<file path="src/rtl/tcw_pkg.sv">
// Shared types, codes and defaults of the text console writer.
package tcw_pkg;

  localparam int DEF_ROWS = 25;
  localparam int DEF_COLS = 80;

  localparam int OP_W      = 2;
  localparam int BYTE_W    = 8;
  localparam int IDX_W     = 11;
  localparam int IN_DATA_W  = 32;
  localparam int OUT_DATA_W = 32;

  localparam logic [BYTE_W-1:0] DEF_ATTR = 8'd15;

  localparam logic [OP_W-1:0] OP_PUT   = 2'd0;
  localparam logic [OP_W-1:0] OP_CLEAR = 2'd1;
  localparam logic [OP_W-1:0] OP_READ  = 2'd2;

  localparam logic [BYTE_W-1:0] CH_BACKSPACE = 8'd8;
  localparam logic [BYTE_W-1:0] CH_NEWLINE   = 8'd10;
  localparam logic [BYTE_W-1:0] CH_RETURN    = 8'd13;
  localparam logic [BYTE_W-1:0] CH_SPACE     = 8'd32;

  typedef enum logic [1:0] {
    SWEEP_INIT,
    SWEEP_CLEAR,
    SWEEP_SCROLL
  } tcw_sweep_e;

  typedef struct packed {
    logic       in_load;
    logic       put_exec;
    logic       clear_cur;
    logic       sweep_start;
    tcw_sweep_e sweep_kind;
    logic       read_issue;
    logic       result_load;
  } tcw_cmd_t;

  typedef struct packed {
    logic [OP_W-1:0] op;
    logic            scrolled;
    logic            busy;
    logic            out_free;
  } tcw_stat_t;

endpackage

</file>
<file path="src/rtl/tcw_ctrl.sv">
// Sequencing state machine of the text console writer.
module tcw_ctrl (
  input  logic               clk_i,
  input  logic               rst_ni,
  input  logic               req_valid_i,
  output logic               req_ready_o,
  input  tcw_pkg::tcw_stat_t stat_i,
  output tcw_pkg::tcw_cmd_t  cmd_o
);
  import tcw_pkg::*;

  localparam logic [2:0] S_INIT      = 3'd0;
  localparam logic [2:0] S_INIT_WAIT = 3'd1;
  localparam logic [2:0] S_IDLE      = 3'd2;
  localparam logic [2:0] S_EXEC      = 3'd3;
  localparam logic [2:0] S_PUT_CHK   = 3'd4;
  localparam logic [2:0] S_SWEEP     = 3'd5;
  localparam logic [2:0] S_DONE      = 3'd6;

  logic [2:0] state_q, state_d;

  always_ff @(posedge clk_i or negedge rst_ni) begin
    if (!rst_ni) begin
      state_q <= S_INIT;
    end else begin
      state_q <= state_d;
    end
  end

  assign req_ready_o = (state_q == S_IDLE);

  always_comb begin
    state_d = state_q;
    cmd_o   = '0;
    cmd_o.sweep_kind = SWEEP_INIT;
    unique case (state_q)
      S_INIT: begin
        cmd_o.sweep_start = 1'b1;
        cmd_o.sweep_kind  = SWEEP_INIT;
        state_d = S_INIT_WAIT;
      end
      S_INIT_WAIT: begin
        if (!stat_i.busy) begin
          state_d = S_IDLE;
        end
      end
      S_IDLE: begin
        if (req_valid_i) begin
          cmd_o.in_load = 1'b1;
          state_d = S_EXEC;
        end
      end
      S_EXEC: begin
        unique case (stat_i.op)
          OP_PUT: begin
            cmd_o.put_exec = 1'b1;
            state_d = S_PUT_CHK;
          end
          OP_CLEAR: begin
            cmd_o.clear_cur   = 1'b1;
            cmd_o.sweep_start = 1'b1;
            cmd_o.sweep_kind  = SWEEP_CLEAR;
            state_d = S_SWEEP;
          end
          OP_READ: begin
            cmd_o.read_issue = 1'b1;
            state_d = S_DONE;
          end
          default: begin
            state_d = S_DONE;
          end
        endcase
      end
      S_PUT_CHK: begin
        if (stat_i.scrolled) begin
          cmd_o.sweep_start = 1'b1;
          cmd_o.sweep_kind  = SWEEP_SCROLL;
          state_d = S_SWEEP;
        end else begin
          state_d = S_DONE;
        end
      end
      S_SWEEP: begin
        if (!stat_i.busy) begin
          state_d = S_DONE;
        end
      end
      S_DONE: begin
        if (stat_i.out_free) begin
          cmd_o.result_load = 1'b1;
          state_d = S_IDLE;
        end
      end
      default: begin
        state_d = S_INIT;
      end
    endcase
  end

endmodule

</file>
<file path="config.mk">
export PLATFORM = sky130hd
export DESIGN_NAME = tcw_ctrl
export DESIGN_NICKNAME = d
export VERILOG_FILES = /design/src/rtl/tcw_pkg.sv /design/src/rtl/tcw_ctrl.sv
export SDC_FILE = /design/constraint.sdc
export NUM_CORES = 1
export LEC_CHECK = 0
export BUFFER_PORTS_ARGS = -buffer_cell sky130_fd_sc_hd__buf_2
export CORE_AREA = 2 2 39 41
export DETAILED_ROUTE_END_ITERATION = 10
export DIE_AREA = 0 0 41 43
export PLACE_DENSITY = 0.54
export SYNTH_ARGS = -nofsm -noshare
export SYNTH_HDL_FRONTEND = slang
export SYNTH_SLANG_ARGS = --single-unit
</file>
<file path="constraint.sdc">
create_clock -name clk_i -period 3.17 [get_ports clk_i]
set_clock_uncertainty 0.15 [all_clocks]
set_input_delay 0.634 -clock clk_i [delete_from_list [all_inputs] [get_ports clk_i]]
set_output_delay 0.634 -clock clk_i [all_outputs]
set_load 0.01 [all_outputs]
</file>
Word level (Yosys, flattened, before mapping)
Cells that the tools add are included.
{"block": "totals", "regBits": 3, "out_inout_bits": 9, "elab_cells": 34, "in_bits": 8}
{"block": "classes", "mux": 18, "n_eq_ne": 12, "reduce_logical": 3}
{"operator": "one-hot mux 3 bit (7 select lines)", "n": 1}
{"operator": "two-way mux 3 bit", "n": 5}
{"operator": "== test 3 bit (second input constant)", "n": 3}
{"operator": "one-hot mux 3 bit (3 select lines)", "n": 1}
{"operator": "!= test 2 bit (second input constant)", "n": 4}
{"operator": "two-way mux 1 bit", "n": 7}
{"operator": "== test 3 x 2 -> 1 bit (second input constant)", "n": 2}
{"operator": "two-way mux 2 bit", "n": 2}
{"operator": "two-way mux 4 bit", "n": 1}
{"operator": "one-hot mux 2 bit (2 select lines)", "n": 1}
{"operator": "AND reduction 4 bit", "n": 1}
{"operator": "== test 3 x 1 -> 1 bit (second input constant)", "n": 1}
{"operator": "zero test 3 bit", "n": 1}
{"operator": "== test 2 x 1 -> 1 bit (second input constant)", "n": 1}
{"operator": "== test 2 bit (second input constant)", "n": 1}
{"operator": "zero test 2 bit", "n": 1}

Longest topological paths before layout
{"block": "depth", "depth_word": 3, "mapped_depth": 4, "depth_no_buf": 4}

Worst setup path before layout
No wires, ideal clock.
{"block": "synth_path", "path_type": "register to output", "start": "register state_q[2]", "end": "output port cmd_o[4] in the netlist's numbering", "required_ns": 2.386, "path_buffers": 1, "setup_slack_ns": 1.266, "arrival_time_ns": 1.120, "stages_incl_launch_ff": 5, "path_cell_list": "dfrtp_1 buf_2 nand3b_4 nor3b_2 or2_1"}
{"item": "start: declaration", "line": "tcw_ctrl.sv:20", "rtl": "logic [2:0] state_q, state_d;"}
{"item": "start signal: assignment", "line": "tcw_ctrl.sv:26", "rtl": "state_q <= state_d;"}
{"item": "end: declaration", "line": "tcw_ctrl.sv:8", "rtl": "output tcw_pkg::tcw_cmd_t cmd_o"}

==> summary by stage <==
Global route
For this run, global-route usage on met3 was measured as 3.66%. For this run the aggregate overflow at the end of global routing stands at 0. The number of antenna violations at the first check in global routing is 0. The global routing stage identified its most utilized layer as met2. Across every metal layer, demand over resource in global routing totals 9.15%.

The fraction of met1 tracks used by global routing is 8.71%. The met2 global-route usage is 14.1%. The via count of the first global-routing pass came to 272.

The first global-routing pass estimated 1060 um of wire. The maximum number of pins on one net before global-route repair is 10.

Layout
The number of standard cells in the final layout excluding fillers is 68. The register with the most flip-flops is state_q. The antenna diode count is 0. The share of final-layout standard cells stronger than drive strength 1 is 46.2%.

The register with the most flip-flops in the layout has 3 of them. In the final layout, the registers with the most flip-flops are state_q: 3 flops. The filler cells instantiated in the layout total 161.

The growth of design area from synthesis to finish is 41.3%. The final net count is 61.

Clock tree
Once the clock tree was built, the resizer swapped 0 gates to a different size. The clock-pin slew on the worst setup and hold paths is 0.04 ns. The clock root buffer is sky130_fd_sc_hd__clkbuf_4. TritonCTS built the clock tree. The number of post-CTS setup repair buffers is 0.

Counting the buffers created by CTS gives 3. The maximum number of buffers from clock root to sink is 2. CTS built an H-tree with a depth of 1.

The number of hold buffers added after CTS is 0. The number of clock sinks seen by CTS is 3. The later pin in the worst-skew pair is clocked with a latency of 0.24 ns.

Floorplanning
The number of top-level pins is 17. The die is 43 um tall. After floorplanning, the core was divided into 14 placement rows.

The floorplan step defined a die boundary enclosing 0.00176 sq mm. The x dimension of the die is 41 um. The core area is 0.00138 sq mm. The effective utilization at floorplan is 20.3%.

Routing
In the routed design, unresolved DRC markers number 0. In this run the remaining antenna-violating nets after routing total 0. The total number of vias is 294. The count of TritonRoute iterations in the first routing pass is 1. The routed via count divided by cell count is 4.32. The initial DRC count is 0.

The average wire per cell in the routed design is 9.16 um. The total routed wirelength is 623 um.

Synthesis
The commonest cells after synthesis are 3 x sky130_fd_sc_hd__dfrtp_1, 3 x sky130_fd_sc_hd__nand2_1, 3 x sky130_fd_sc_hd__nand2b_1, 3 x sky130_fd_sc_hd__nor2_1. The dominant synthesized flop cell is sky130_fd_sc_hd__dfrtp_1. The flip-flop and latch count after synthesis is 3.

The synthesized instance count is 34. Of the post-synthesis cell area, the dominant cell type holds 26.7%. In this run the mean area of a mapped cell was 8.28 sq um. Yosys mapped a number of flops with a built-in enable equal to 0. The number of nets handed over by synthesis was 42.

In this run the cell area of the synthesized design comes to 282 sq um. The distinct cell type count of the synthesized netlist is 22. By area the synthesized netlist is led by sky130_fd_sc_hd__dfrtp_1 27%, sky130_fd_sc_hd__nand3b_4 7.1%, sky130_fd_sc_hd__nand2b_1 6.7%, sky130_fd_sc_hd__nor3b_1 5.3%, sky130_fd_sc_hd__nor4b_2 5.3%. During synthesis, Yosys emitted a total of 0 warnings. In the synthesized netlist the async set-or-reset flop fraction comes to 100%. Of the synthesized area, sequential elements account for 26.7%. The largest total area in the synthesized netlist belongs to sky130_fd_sc_hd__dfrtp_1.

Power and ir drop
The design draws 0.332 mW. Summed over all cells, the static leakage comes to 0.209 nW. The highest ir drop seen on vdd is 0.271 mV. The power per cell area is 835 mW/mm^2.

Setup path
Among cell families on the critical path, the largest total delay comes from simple AND/OR/NAND/NOR gates. The required arrival time at the worst endpoint is 2.39 ns. Traced cell by cell, the critical path runs through nand3b_4 -> nor3b_2 -> or2_1 -> buf_2.

The worst setup path is launched from a flip-flop. The master of the slowest instance on the critical path is sky130_fd_sc_hd__dfrtp_1. The critical path class is reg2out. STA puts the critical path data arrival time at 1.35 ns.

The number of buffers and inverters on the critical path is 1. The category of the worst setup path capture point is an output port. The largest driver fanout on the critical path is 9.

The peak per-stage delay on the critical path is 0.47 ns.

Place
The final RePlAce weighted congestion is 0.750. Once placement completed, the tool counted placed cells totaling 64. The post-DP HPWL is 476 um. Buffers placed on the I/O ports in this run total 16.

Timing
Setup violations remaining at the end of the flow were counted as 0. The maximum achievable frequency is 468 MHz. For the pin with the worst max-slew slack, the measured transition is 0.311 ns.

The final sum of negative setup slack is 0 ns. The shortest period the worst path allows is 2.14 ns. The final hold slack is 0.0319 ns. Dividing the final minimum period by the clock period gives 67.5%. The number of max-slew violations in the final report was 0. Headroom to the max-slew limit came out at 79.3%. Setup repair after global routing left no endpoint under its margin.

The final hold violation count is 0.

Hold path
The class of the tightest hold or removal check is in2async.

Run
The number of max-cap violations is 0.

Status
The flow ran to the end, and the final reports show no timing, DRC or antenna violations.
-- layout make-up --
cell class	instances	area [sq um]	share of cell area (%)
timing repair buffer	16	80.1	20.1
tap	16	20.0	5.03
sequential	3	75.1	18.9
inverter	2	7.51	1.89
multi-input combinational	27	189	47.5
clock buffer	4	26.3	6.60
-- routing by layer --
metal  share of wire [%]  wire length, um  vias to the layer above
met5                   0                0                        -
met4                 1.6               10                        0
met3                 9.6               60                        2
met2                  43              271                       16
met1                  45              280                      120
li1                    -                -                      156
-- final timing paths --
path / startpoint / depth (start not counted) / to / slack [ns]
min in group clk_i: state_q[2] / 2 / state_q[2] / 0.51
min: rst_ni / 1 / state_q[2] / 0.03
min reg2reg: state_q[2] / 2 / state_q[2] / 0.51
max: state_q[2] / 4 / cmd_o[4] / 1.03
max reg2reg: state_q[2] / 3 / state_q[0] / 1.79
max in group asynchronous: rst_ni / 1 / state_q[1] / 2.73
-- metrics by stage --
step / setup WS [ns] / util, % / area, sq um
global route: 0.915 / 28.8 / 398
detailed placement: 1.13 / 26.9 / 372
floorplan: 1.27 / - / 282
CTS: 1.02 / 28.8 / 398
global placement: 1.15 / 26.9 / 372
finish: 1.03 / 28.8 / 398
-- cell usage in the layout (no fill, tap or decap) --
master	netlist	layout
sky130_fd_sc_hd__clkbuf_4	0	3
sky130_fd_sc_hd__a211oi_1	1	1
sky130_fd_sc_hd__nand2b_1	3	3
sky130_fd_sc_hd__or2_1	1	1
sky130_fd_sc_hd__dfrtp_1	3	3
sky130_fd_sc_hd__nor2b_1	1	1
sky130_fd_sc_hd__o22ai_1	1	1
sky130_fd_sc_hd__buf_2	2	16
sky130_fd_sc_hd__and2_1	1	1
sky130_fd_sc_hd__clkbuf_1	0	1
sky130_fd_sc_hd__inv_2	1	1
sky130_fd_sc_hd__inv_1	1	1
sky130_fd_sc_hd__o21ai_0	1	1
sky130_fd_sc_hd__a21oi_1	2	2
sky130_fd_sc_hd__o31ai_1	1	1
sky130_fd_sc_hd__nor3b_1	2	2
sky130_fd_sc_hd__nor4b_2	1	1
sky130_fd_sc_hd__a211o_1	1	1
sky130_fd_sc_hd__mux2_2	1	1
sky130_fd_sc_hd__nor2_1	3	3
sky130_fd_sc_hd__nor3b_2	1	1
sky130_fd_sc_hd__nor3_1	2	2
sky130_fd_sc_hd__nand3b_4	1	1
sky130_fd_sc_hd__nand2_1	3	3
-- report_power, final --
part	switching, mW	internal (mW)	total, mW
Clock	0.0222	0.0473	0.0695
Combinational	0.0726	0.0831	0.156
Sequential	0.0487	0.0582	0.107
Total	0.144	0.189	0.332
-- cell families (layout without fill, tap and decap cells) --
logic type / Yosys count / count (layout) / synth area share (%)
AOI/OAI and AO/OA: 7 / 7 / 16.0
buffers and inverters: 4 / 22 / 6.22
DFF: 3 / 3 / 26.7
muxes: 1 / 1 / 4.00
and+or+nand+nor: 19 / 19 / 47.1
(Power assumes the default switching activity.)
